===== config.mk =====
export PLATFORM = sky130hd
export DESIGN_NAME = serial_command_line_tokenizer_unit
export DESIGN_NICKNAME = d
export VERILOG_FILES = /design/src/hw/rtl/sctok_pkg.sv /design/src/hw/rtl/sctok_core.sv /design/src/hw/rtl/sctok_out_reg.sv /design/src/hw/rtl/serial_command_line_tokenizer_unit.sv
export SDC_FILE = /design/constraint.sdc
export NUM_CORES = 1
export LEC_CHECK = 0
export ABC_CLOCK_PERIOD_IN_PS = 3350
export BUFFER_PORTS_ARGS = -buffer_cell sky130_fd_sc_hd__buf_2
export CORE_MARGIN = 2
export CORE_UTILIZATION = 55
export DETAILED_ROUTE_END_ITERATION = 10
export PLACE_DENSITY = 0.77
export REMOVE_ABC_BUFFERS = 1
export SLEW_MARGIN = 20
export SYNTH_ARGS = -nofsm -noshare
export SYNTH_HDL_FRONTEND = slang
export SYNTH_SLANG_ARGS = --single-unit

===== constraint.sdc =====
create_clock -name clk -period 3.35 [get_ports clk]
set_input_delay 0.67 -clock clk [delete_from_list [all_inputs] [get_ports clk]]
set_output_delay 0.67 -clock clk [all_outputs]
set_load 0.05 [all_outputs]

===== src/hw/rtl/sctok_pkg.sv =====
// Shared types and constants for the serial command-line tokenizer.
// No dependencies; used by sctok_core, sctok_out_reg and the top level.
`default_nettype none

package sctok_pkg;

	localparam logic [7:0] CH_LF    = 8'h0A;
	localparam logic [7:0] CH_CR    = 8'h0D;
	localparam logic [7:0] CH_SPACE = 8'h20;
	localparam logic [7:0] CH_NUL   = 8'h00;

	typedef enum logic {
		KIND_CHAR     = 1'b0,
		KIND_LINE_END = 1'b1
	} result_kind_t;

	typedef struct packed {
		result_kind_t kind;
		logic [7:0]   char_value;
		logic [3:0]   token_number;
		logic         token_begins;
		logic [3:0]   token_count;
	} result_t;

endpackage

`default_nettype wire


===== src/hw/rtl/sctok_core.sv =====
// Line/token state and per-byte classification for the tokenizer.
// Depends on sctok_pkg (character codes, result_t).
`default_nettype none

module sctok_core #(
	parameter int LINE_CAPACITY = 64,
	parameter int PARAM_LIMIT   = 8
) (
	input  wire logic             clk,
	input  wire logic             arst_n,
	input  wire logic             step,
	input  wire logic [7:0]       rx_byte,
	output sctok_pkg::result_t    res,
	output logic                  produced
);

	localparam int CW = $clog2(LINE_CAPACITY);
	localparam int TW = $clog2(PARAM_LIMIT + 2);

	logic [CW-1:0] stored_count_q, stored_count_d;
	logic [TW-1:0] tokens_found_q, tokens_found_d;
	logic          inside_token_q, inside_token_d;
	logic          text_ended_q, text_ended_d;

	logic is_lf, is_end;

	always_comb begin
		is_lf          = (rx_byte == sctok_pkg::CH_LF);
		is_end         = is_lf || (rx_byte == sctok_pkg::CH_CR);
		stored_count_d = stored_count_q;
		tokens_found_d = tokens_found_q;
		inside_token_d = inside_token_q;
		text_ended_d   = text_ended_q;
		produced       = 1'b0;
		res            = '0;
		res.kind       = sctok_pkg::KIND_CHAR;

		// LF right after a line end (or at start) is swallowed
		if (!(is_lf && stored_count_q == '0)) begin
			if (stored_count_q < CW'(LINE_CAPACITY - 1)) begin
				stored_count_d = stored_count_q + 1'b1;
				if (!text_ended_q) begin
					if (rx_byte == sctok_pkg::CH_NUL) begin
						text_ended_d   = 1'b1;
						inside_token_d = 1'b0;
					end else if (is_end || rx_byte == sctok_pkg::CH_SPACE) begin
						inside_token_d = 1'b0;
					end else if (inside_token_q) begin
						res.char_value   = rx_byte;
						res.token_number = 4'(32'(tokens_found_q) - 32'd1);
						produced         = 1'b1;
					end else if (32'(tokens_found_q) < PARAM_LIMIT + 1) begin
						tokens_found_d   = tokens_found_q + 1'b1;
						inside_token_d   = 1'b1;
						res.char_value   = rx_byte;
						res.token_number = 4'(tokens_found_q);
						res.token_begins = 1'b1;
						produced         = 1'b1;
					end
				end
			end
			if (is_end) begin
				res      = '0;
				res.kind = sctok_pkg::KIND_LINE_END;
				res.token_count = (32'(tokens_found_q) > 32'd15) ? 4'd15
					: 4'(tokens_found_q);
				produced       = 1'b1;
				stored_count_d = '0;
				tokens_found_d = '0;
				inside_token_d = 1'b0;
				text_ended_d   = 1'b0;
			end
		end
	end

	always_ff @(posedge clk or negedge arst_n) begin
		if (!arst_n) begin
			stored_count_q <= '0;
			tokens_found_q <= '0;
			inside_token_q <= 1'b0;
			text_ended_q   <= 1'b0;
		end else if (step) begin
			stored_count_q <= stored_count_d;
			tokens_found_q <= tokens_found_d;
			inside_token_q <= inside_token_d;
			text_ended_q   <= text_ended_d;
		end
	end

	a_count_cap: assert property (@(posedge clk) disable iff (!arst_n)
		32'(stored_count_q) <= LINE_CAPACITY - 1)
		else $error("line byte count past capacity");

	a_token_cap: assert property (@(posedge clk) disable iff (!arst_n)
		32'(tokens_found_q) <= PARAM_LIMIT + 1)
		else $error("token count past limit");

	a_inside_has_token: assert property (@(posedge clk) disable iff (!arst_n)
		inside_token_q |-> (tokens_found_q != '0))
		else $error("inside a token with no token counted");

	a_line_end_clears: assert property (@(posedge clk) disable iff (!arst_n)
		(step && produced && res.kind == sctok_pkg::KIND_LINE_END) |=>
		(stored_count_q == '0 && tokens_found_q == '0 && !text_ended_q))
		else $error("line end did not clear line state");

endmodule

`default_nettype wire


===== src/hw/rtl/sctok_out_reg.sv =====
// Result register for the tokenizer output channel (valid/stall).
// Depends on sctok_pkg (result_t).
`default_nettype none

module sctok_out_reg (
	input  wire logic               clk,
	input  wire logic               arst_n,
	input  wire logic               load,
	input  wire logic               load_valid,
	input  wire sctok_pkg::result_t load_res,
	input  wire logic               out_stall,
	output logic                    can_load,
	output logic                    out_valid,
	output sctok_pkg::result_t      out_res
);

	logic valid_q;
	sctok_pkg::result_t res_q;

	// register is free when empty or its word leaves this cycle
	assign can_load  = !valid_q || !out_stall;
	assign out_valid = valid_q;
	assign out_res   = res_q;

	always_ff @(posedge clk or negedge arst_n) begin
		if (!arst_n) begin
			valid_q <= 1'b0;
		end else if (can_load) begin
			valid_q <= load && load_valid;
		end
	end

	always_ff @(posedge clk) begin
		if (can_load && load && load_valid) begin
			res_q <= load_res;
		end
	end

endmodule

`default_nettype wire


===== src/hw/rtl/serial_command_line_tokenizer_unit.sv =====
// Serial command-line tokenizer: top level with input register.
// Depends on sctok_pkg, sctok_core and sctok_out_reg.
//
// Takes one received byte per clock when not stalled and splits lines into a
// command token and up to PARAM_LIMIT parameter tokens (CR, LF and space
// separate; CR or LF ends the line). Each token character that is kept
// leaves as one word tagged with its token number; a line end leaves one
// word with the token count. Throughput is one byte per cycle while the
// output does not stall; a byte's result passes the input register, then the
// result register; the line state registers feed back through the
// classification logic. Bytes with no result pass without an output word.
`default_nettype none

module serial_command_line_tokenizer_unit #(
	parameter int LINE_CAPACITY = 64,
	parameter int PARAM_LIMIT   = 8
) (
	input  wire logic       clk,
	input  wire logic       arst_n,
	input  wire logic       in_valid,
	output logic            in_stall,
	input  wire logic [7:0] rx_byte,
	output logic            out_valid,
	input  wire logic       out_stall,
	output logic            result_kind,
	output logic [7:0]      char_value,
	output logic [3:0]      token_number,
	output logic            token_begins,
	output logic [3:0]      token_count
);

	logic       valid_s1;
	logic [7:0] byte_s1;
	logic       advance;
	logic       produced;
	sctok_pkg::result_t core_res, out_res;

	// stage 1 moves on whenever the result register can take its word
	assign in_stall = valid_s1 && !advance;

	always_ff @(posedge clk or negedge arst_n) begin
		if (!arst_n) begin
			valid_s1 <= 1'b0;
		end else if (!in_stall) begin
			valid_s1 <= in_valid;
		end
	end

	always_ff @(posedge clk) begin
		if (in_valid && !in_stall) begin
			byte_s1 <= rx_byte;
		end
	end

	sctok_core #(
		.LINE_CAPACITY (LINE_CAPACITY),
		.PARAM_LIMIT   (PARAM_LIMIT)
	) u_core (
		.clk      (clk),
		.arst_n   (arst_n),
		.step     (valid_s1 && advance),
		.rx_byte  (byte_s1),
		.res      (core_res),
		.produced (produced)
	);

	sctok_out_reg u_out (
		.clk        (clk),
		.arst_n     (arst_n),
		.load       (valid_s1),
		.load_valid (produced),
		.load_res   (core_res),
		.out_stall  (out_stall),
		.can_load   (advance),
		.out_valid  (out_valid),
		.out_res    (out_res)
	);

	assign result_kind  = out_res.kind;
	assign char_value   = out_res.char_value;
	assign token_number = out_res.token_number;
	assign token_begins = out_res.token_begins;
	assign token_count  = out_res.token_count;

endmodule

`default_nettype wire


==> results of run 1 <==
==> cell usage in the layout (no fill, tap or decap), drive strengths merged, types with 3 or more instances in the layout <==
cell type  netlist  routed
clkbuf           3       7
buf              0      33
nor2            13      13
inv              8       8
nand2            5       5
edfxtp          26      26
nand2b           4       4
xor2             3       3
a21oi           10      10
o21ai            7       7
nand3            9       9
and2             7       7
nor3             3       3
or3              3       3
and3            11      11
ha               4       4
dfrtp           14      14
==> stage by stage <==
stage	util (%)	cell area [um^2]	worst slack, ns	std cells
floorplan	-	1870	0.495	155
global placement	63.5	2100	0.945	234
detailed placement	63.5	2100	0.880	234
CTS	65.0	2150	0.860	242
global route	65.0	2150	0.646	242
finish	65.0	2150	0.842	242
==> worst max-delay path, stage by stage (launching register included) <==
cell      delay (ns)
edfxtp_1        0.47
or3b_4          0.44
a211oi_4        0.55
inv_1           0.20
a21oi_1         0.25
buf_4           0.28
==> per-layer routing <==
metal  global-route usage [%]  vias to the layer above
li1                         -                      665
met1                     22.4                      603
met2                     30.8                       39
met3                     5.77                       10
met4                     8.89                        0
met5                        0                        -
==> cell usage after synthesis (all sizes together), types with 2 or more instances <==
cell type	instances
o21ai	7
nand2	5
o31ai	2
and2	7
dfrtp	14
a21oi	10
xor2	3
a2bb2oi	2
nor3	3
nand3	9
inv	8
mux2i	2
clkbuf	3
nor4	2
nand2b	4
nand4b	2
and3	11
or3	3
edfxtp	26
nor2	13
ha	4
==> worst paths after layout <==
check	slack, ns	start	end
setup reg to reg	0.84	byte_s1[0]	u_out.out_res[1]
hold / removal	0.20	arst_n	u_core.tokens_found_q[3]
max in group asynchronous	2.91	arst_n	u_core.tokens_found_q[2]
setup / recovery	0.84	byte_s1[0]	u_out.out_res[1]
min in group clk	0.50	rx_byte[2]	byte_s1[2]
hold reg to reg	0.52	u_core.text_ended_q	u_core.text_ended_q
==> cell type report <==
cell class                      count  area, um^2  share of cell area, %
Sequential cell                    40        1130                   52.6
Multi-Input combinational cell    107         712                   33.1
Timing Repair Buffer               33         170                   7.91
Tap cell                           46        57.6                   2.68
Clock buffer                        7        45.0                   2.09
Inverter                            8        30.0                   1.40
Clock inverter                      1        5.00                  0.233
==> power groups by stage <==
stage / clock (uW) / combinational [uW] / sequential (uW)
after floorplan: 0 / 367 / 1140
after global placement: 0 / 810 / 865
after detailed placement: 0 / 824 / 872
after CTS: 227 / 827 / 861
after global routing: 246 / 894 / 890
final: 223 / 824 / 862
==> cell families (layout without fill, tap and decap cells) <==
logic type                 after synthesis  after routing
AOI/OAI and AO/OA                       33             33
and+or+nand+nor                         64             64
muxes                                    3              3
buffers and inverters                   11             49
xor gates and xnor gates                 3              3
adders and majority gates                4              4
DFF                                     40             40
==> sequential cells by signal, summed over array words and instances, names as in the netlist <==
signal                 flops
byte_s1                    8
u_core.inside_token_q      1
u_core.stored_count_q      6
u_core.text_ended_q        1
u_core.tokens_found_q      4
u_out.out_res             18
u_out.out_valid            1
valid_s1                   1
==> results_dict.tcl, run 1 <==
set metrics [dict create \
    synth_mux_area_share_pct 1.66 \
    totalPowerFinal_uw 1910 \
    result_of_the_run "completed" \
    synth-main-ff-cell "edfxtp_1" \
    fp.dieW_um 62.5 \
    timing.final.crit_period_ns 2.51 \
    h-tree-depth 2 \
    detail_route.iter0.violations 50 \
    worst-r2r-cell-count 5 \
    gr-usage-all-layers_pct 18.7 \
    seqPwrFrac_pct 45.1 \
    root_cell_of_the_clock_tree "clkbuf_4" \
    synth.area.top_cells "edfxtp_1 (41%), dfrtp_1 (19%), and3_1 (3.7%), ha_1 (2.7%), nor2_1 (2.6%)" \
    tns_ns 0 \
    largest_family_of_logic_cells_by_synthesized_area "simple AND/OR/NAND/NOR gates" \
    max-slew-margin-rel_pct 60.1 \
    count_of_inserted_antenna_diode_cells 0 \
    compound_cell_area_share_of_the_yosys_netlist_pct 12.9 \
    report.final.setup_viol 0 \
    power_report.internal_total_uw 1060 \
    clk_path_buf_depth 2 \
    worst_setup_path_end_kind "flop" \
    drive_gt1_share_pct 23.5 \
    post_synth_fa_ha_maj_area_fraction_pct 2.66 \
    area_growth_pct 14.1 \
    total_switching_power_uw 847 \
    postCtsResizedCells 0 \
    synth_top_area_share_pct 41.4 \
    start_to_end_type_of_the_worst_setup_path "flop to flop" \
    grt_antenna_before_repair 0 \
    timing_worst_slew_pin_value_ns 0.596 \
    gp_congestion 0.991 \
    hold_path.class "input port to asynchronous set/reset pin" \
    critPathMaxFanout 18 \
    synth_xor_xnor_area_share_pct 1.39 \
    num_rows 21 \
    max_freq_ghz 0.399 \
    post_cts.repair.setup_buffers 0 \
    routed.top_layer "met4" \
    ys.warnings.count 0 \
    vias 1317 \
    synthesis.area_um2 1880 \
    cts_inserted_buffers 5 \
    detail_route.wirelength_um 3320 \
    share_clk_of_total_power_pct 11.7 \
    worst_ep_arrival_time_ns 2.55 \
    fin_hold_ws_ns 0.199 \
    mapped_avg_cell_area_um2 11.9 \
    die-area_um2 3910 \
    drt-wirelength-per-cell_um 13.7 \
    tritoncts "built" \
    peakVddDrop_mv 0.430 \
    io_pins 32 \
    synthDominantAreaCellType "edfxtp_1" \
    timing.final.hold_violations 0 \
    io_port_bufs 31 \
    synth.ff_latch_count 40 \
    dr_vias_cell 5.44 \
    fill_cells 288 \
    p_sw_share_pct 44.4 \
    met1_wirelength_um 1440 \
    post_cts_clock_slew_at_the_launch_and_capture_registers_of_the_worst_setup_and_hold_paths_ns 0.11 \
    dpl.hpwl_um 2540 \
    number_of_enable_type_register_cells_in_the_synthesized_netlist 26 \
    final-max-slew-violation-count 0 \
    critical_path.startpoint_type "flop" \
    route.antenna.remaining_nets 0 \
    global_route.overflow_total 0 \
    clk_latency_ns 0.34 \
    cap_viol_max_count 0 \
    yosys.area_share.simple_pct 19.1 \
    cts_hold_repair.buffers 0 \
    grt_pass1_wl_um 5640 \
    fp.coreArea_um2 3310 \
    cts.sinks 40 \
    initial_utilization_pct 56.9 \
    dr.pass1.iters 4 \
    static-leakage-power_uw 0.000908 \
    route.detailed.drc 0 \
    synthDistinctLibCells 40 \
    power-per-cell-area_nw_per_um2 887 \
    synth_sequential_area_ratio_pct 60.0 \
    met3_wirelength_um 191 \
    unrepaired_setup_endpoints_after_global_routing "false" \
    ys_async_sr_fraction_pct 35.0 \
    floorplan.die.height_um 62.5 \
    min_period_over_period_pct 74.9 \
    fin_skew_ns 0.00437 \
    grt_pass1_vias 1275 \
    cp_data_required_time_ns 3.39 \
    met2_length_um 1600 \
    syn-instance-count 158 \
    finish.net_count 211 \
    grt_max_degree 19 \
    p_comb_share_pct 43.2 \
]
Power figures use the tool's default switching activity.
==> inputs of run 2 (changes only) <==
--- a/config.mk
+++ b/config.mk
@@ -5,7 +5,7 @@
 export SDC_FILE = /design/constraint.sdc
 export NUM_CORES = 1
 export LEC_CHECK = 0
-export ABC_CLOCK_PERIOD_IN_PS = 3350
+export ABC_CLOCK_PERIOD_IN_PS = 2600
 export BUFFER_PORTS_ARGS = -buffer_cell sky130_fd_sc_hd__buf_2
 export CORE_MARGIN = 2
 export CORE_UTILIZATION = 55
==> constraint.sdc (replaced) <==
create_clock -name clk -period 2.6 [get_ports clk]
set_input_delay 0.52 -clock clk [delete_from_list [all_inputs] [get_ports clk]]
set_output_delay 0.52 -clock clk [all_outputs]
set_load 0.05 [all_outputs]
==> results_dict.tcl, run 2 (same netlist as run 1, synthesis figures left out) <==
set metrics [dict create \
    result_of_the_run "completed" \
    cap_viol_max_count 0 \
    report.final.setup_viol 0 \
    dpl.hpwl_um 2620 \
    max_freq_ghz 0.422 \
    global_route.overflow_total 0 \
    power-per-cell-area_nw_per_um2 1180 \
    cts.sinks 40 \
    grt_max_degree 19 \
    post_cts_clock_slew_at_the_launch_and_capture_registers_of_the_worst_setup_and_hold_paths_ns 0.11 \
    clk_path_buf_depth 2 \
    utilization_pct 66.6 \
    worst_setup_path_end_kind "flop" \
    final-max-slew-violation-count 0 \
    count_of_inserted_antenna_diode_cells 0 \
    gp_congestion 0.990 \
    num_rows 21 \
    timing.critical_path.to "u_out.out_res[15]" \
    area_growth_pct 17.1 \
    static-leakage-power_uw 0.000934 \
    die-area_um2 3910 \
    critical_path.startpoint_type "flop" \
    initial_utilization_pct 56.9 \
    cts_inserted_buffers 5 \
    detail_route.iter0.violations 41 \
    gr-usage-all-layers_pct 18.9 \
    tritoncts "built" \
    fill_cells 273 \
    worst_ep_arrival_time_ns 2.43 \
    route.detailed.drc 0 \
    fin_hold_ws_ns 0.0465 \
    grt_pass1_wl_um 5780 \
    tns_ns 0 \
    drt-wirelength-per-cell_um 13.9 \
    critical_path.startpoint "byte_s1[0]" \
    drive_gt1_share_pct 24.4 \
    timing.rr.end "u_out.out_res[15]" \
    regToRegStartpoint "byte_s1[0]" \
    clk_latency_ns 0.34 \
    h-tree-depth 2 \
    dr.pass1.iters 4 \
    cts_hold_repair.buffers 0 \
    fp.dieW_um 62.5 \
    largest_register_ff_count 18 \
    min_period_over_period_pct 91.2 \
    io_port_bufs 31 \
    unrepaired_setup_endpoints_after_global_routing "false" \
    vias 1336 \
    timing_worst_slew_pin_value_ns 0.582 \
    grt_antenna_before_repair 0 \
    worst_reg2reg_setup_slack_ns 0.23 \
    worst-r2r-cell-count 5 \
    hold_path.class "input port to asynchronous set/reset pin" \
    route.antenna.remaining_nets 0 \
    max-slew-margin-rel_pct 60.7 \
    start_to_end_type_of_the_worst_setup_path "flop to flop" \
    root_cell_of_the_clock_tree "clkbuf_4" \
    peakVddDrop_mv 0.520 \
    detail_route.wirelength_um 3380 \
    post_cts.repair.setup_buffers 0 \
    floorplan.die.height_um 62.5 \
    fin_skew_ns 0.00826 \
    io_pins 32 \
    dr_vias_cell 5.50 \
    timing.final.crit_period_ns 2.37 \
    timing.final.hold_violations 0 \
    layout.cells.most_common_list "buf_2 (31), edfxtp_1 (26), dfrtp_1 (14), nor2_1 (13), and3_1 (11)" \
    postCtsResizedCells 0 \
    finish.net_count 212 \
    critPathMaxFanout 18 \
    grt_pass1_vias 1313 \
    cp_data_required_time_ns 2.66 \
    fp.coreArea_um2 3310 \
    mostFrequentLayoutCell "buf_2" \
]
==> run 2: worst min path at each step <==
stage / slack (ns) / cells after the start / startpoint / to
CTS: 0.05 / 1 / arst_n / u_core.stored_count_q[1]
floorplan: 0.22 / 0 / arst_n / u_core.inside_token_q
finish: 0.05 / 1 / arst_n / u_core.stored_count_q[1]
global placement: 0.43 / 1 / arst_n / u_core.tokens_found_q[3]
global route: 0.05 / 1 / arst_n / u_core.stored_count_q[1]
detailed placement: 0.43 / 1 / arst_n / u_core.tokens_found_q[3]
==> run 2: power by group <==
group	total (uW)	internal [uW]	switching [uW]
registers	1120	934	181
clock network	412	226	186
logic	1070	341	733
==> run 2: cell type report <==
| class | count | area [um^2] | area share [%] |
|---|---|---|---|
| Sequential cell | 40 | 1130 | 51.3 |
| Multi-Input combinational cell | 107 | 712 | 32.3 |
| Timing Repair Buffer | 34 | 190 | 8.62 |
| Tap cell | 46 | 57.6 | 2.61 |
| Clock buffer | 6 | 51.3 | 2.33 |
| Clock inverter | 2 | 33.8 | 1.53 |
| Inverter | 8 | 30.0 | 1.36 |
==> run 2: metal layers <==
metal / vias to the layer above / routed length [um] / share of wire [%] / global-route usage [%]
li1: 666 / - / - / -
met1: 617 / 1400 / 41 / 22.1
met2: 47 / 1740 / 52 / 32.8
met3: 6 / 186 / 5.5 / 5.41
met4: 0 / 48 / 1.4 / 7.78
met5: - / 0 / 0 / 0
==> run 2: critical path, cell delays in order, from the launching register on <==
cell and delay, ns:
edfxtp_1 0.47, or3b_4 0.45, a211oi_4 0.43, inv_1 0.18
a21oi_1 0.35, buf_12 0.20
==> run 2: stage by stage <==
step | area [um^2] | total power (uW) | instances | worst slack [ns]
floorplan | 1870 | 1950 | 155 | -0.255
global placement | 2120 | 2180 | 235 | 0.381
detailed placement | 2120 | 2200 | 235 | 0.283
CTS | 2210 | 2610 | 243 | 0.255
global route | 2210 | 2750 | 243 | 0.124
finish | 2210 | 2600 | 243 | 0.228
==> inputs of run 3 (changes only) <==
--- a/config.mk
+++ b/config.mk
@@ -8,9 +8,9 @@
 export ABC_CLOCK_PERIOD_IN_PS = 2600
 export BUFFER_PORTS_ARGS = -buffer_cell sky130_fd_sc_hd__buf_2
 export CORE_MARGIN = 2
-export CORE_UTILIZATION = 55
+export CORE_UTILIZATION = 40
 export DETAILED_ROUTE_END_ITERATION = 10
-export PLACE_DENSITY = 0.77
+export PLACE_DENSITY = 0.59
 export REMOVE_ABC_BUFFERS = 1
 export SLEW_MARGIN = 20
 export SYNTH_ARGS = -nofsm -noshare
==> results_dict.tcl, run 3 (same netlist as run 1, synthesis figures left out) <==
set metrics [dict create \
    die-area_um2 5280 \
    route.antenna.remaining_nets 0 \
    timing_worst_slew_pin_value_ns 0.589 \
    critical_path.startpoint_type "flop" \
    cts_inserted_buffers 5 \
    mostFrequentLayoutCell "buf_2" \
    floorplan.die.height_um 72.6 \
    cts_hold_repair.buffers 0 \
    grt_pass1_wl_um 6130 \
    dr.pass1.iters 4 \
    io_port_bufs 31 \
    post_cts.repair.setup_buffers 0 \
    detail_route.iter0.violations 71 \
    worst_ep_arrival_time_ns 2.48 \
    cts.sinks 40 \
    area_growth_pct 17.1 \
    h-tree-depth 2 \
    cp_data_required_time_ns 2.78 \
    grt_pass1_vias 1315 \
    layout.cells.most_common_list "buf_2 (31), edfxtp_1 (26), dfrtp_1 (14), nor2_1 (13), and3_1 (11)" \
    worst_reg2reg_setup_slack_ns 0.29 \
    global_route.overflow_total 0 \
    drive_gt1_share_pct 25.4 \
    max_freq_ghz 0.433 \
    worst-r2r-cell-count 6 \
    seqCellArea_um2 1130 \
    timing.final.crit_period_ns 2.31 \
    timing.rr.end "u_core.tokens_found_q[0]" \
    final-max-slew-violation-count 0 \
    gr-usage-all-layers_pct 15.2 \
    power-per-cell-area_nw_per_um2 1170 \
    start_to_end_type_of_the_worst_setup_path "flop to flop" \
    timing.final.ws_setup_ns 0.291 \
    final_design_area_no_fill_um2 2210 \
    met3_wirelength_um 166 \
    critPathMaxFanout 9 \
    min_period_over_period_pct 88.8 \
    met1_wirelength_um 1680 \
    dpl.hpwl_um 2760 \
    largest_register_ff_count 18 \
    fp.coreArea_um2 4440 \
    root_cell_of_the_clock_tree "clkbuf_8" \
    multi_input_area_um2 716 \
    detail_route.wirelength_um 3700 \
    static-leakage-power_uw 0.000932 \
    met2_length_um 1780 \
    num_rows 24 \
    result_of_the_run "completed" \
    clk_path_buf_depth 2 \
    detailedPlace.worstSlack_ns 0.349 \
    drt-wirelength-per-cell_um 14.8 \
    post_cts_clock_slew_at_the_launch_and_capture_registers_of_the_worst_setup_and_hold_paths_ns 0.07 \
    tns_ns 0 \
    unrepaired_setup_endpoints_after_global_routing "false" \
    worst_setup_path_end_kind "flop" \
    route.detailed.drc 0 \
    grt_max_degree 19 \
    grt_antenna_before_repair 0 \
    fp.dieW_um 72.6 \
    fill_cells 419 \
    postCtsResizedCells 0 \
    clk_latency_ns 0.30 \
    initial_utilization_pct 42.4 \
    fin_skew_ns 0.0127 \
    tritoncts "built" \
    io_pins 32 \
    final-instance-count-excl-fill 249 \
    placed_area_um2 2120 \
    cap_viol_max_count 0 \
    hold_path.class "input port to asynchronous set/reset pin" \
    gp_congestion 0.909 \
    report.final.setup_viol 0 \
    finish.net_count 212 \
    timing.final.hold_violations 0 \
    max-slew-margin-rel_pct 60.3 \
    vias 1353 \
    regToRegStartpoint "byte_s1[0]" \
    routed.top_layer "met4" \
    peakVddDrop_mv 0.419 \
    dr_vias_cell 5.43 \
    count_of_inserted_antenna_diode_cells 0 \
    post-place-cells 241 \
]
[run 3: cell count changes in the layout (fill, tap and decap cells not counted), sizes merged]
cell    before  now
clkinv       1    3
bufinv       1    0
clkbuf       6    5
[run 3: layer usage]
metal	up-vias	global-route usage, %
met5	-	0
met4	0	5.56
met3	10	4.56
met2	38	24.7
met1	641	19.3
li1	664	-
[run 3: worst max-delay path: stages, from the launching register on]
cell	delay [ns]
edfxtp_1	0.47
or3b_4	0.45
a211oi_4	0.39
buf_4	0.23
a21oi_1	0.08
nor2_1	0.21
mux2_2	0.36
[run 3: worst max-delay path by stage]
stage	to	cells after the start	from
floorplan	u_out.out_res[0]	4	byte_s1[0]
global placement	u_core.tokens_found_q[0]	6	byte_s1[0]
detailed placement	u_core.tokens_found_q[0]	6	byte_s1[0]
CTS	u_core.tokens_found_q[0]	6	byte_s1[0]
global route	u_core.tokens_found_q[0]	6	byte_s1[0]
finish	u_core.tokens_found_q[0]	6	byte_s1[0]
[run 3: power breakdown]
part | internal (uW) | switching, uW | total, uW
clock | 187 | 215 | 402
combinational | 329 | 742 | 1070
sequential | 936 | 182 | 1120
[run 3: final cells by class]
class                           count  share of cell area (%)
Tap cell                           52                    2.95
Timing Repair Buffer               34                    8.05
Multi-Input combinational cell    107                    32.4
Inverter                            8                    1.36
Clock inverter                      3                   0.850
Sequential cell                    40                    51.2
Clock buffer                        5                    3.12
[run 3: per-stage QoR]
| step | power [uW] | utilization (%) | hold slack [ns] |
|---|---|---|---|
| 2_1_floorplan | 1950 | - | 0.224 |
| 3_3_place_gp | 2180 | 47.7 | 0.438 |
| 3_5_place_dp | 2200 | 47.7 | 0.434 |
| 4_1_cts | 2600 | 49.7 | 0.119 |
| 5_1_grt | 2750 | 49.7 | 0.119 |
| 6_report | 2590 | 49.7 | 0.112 |
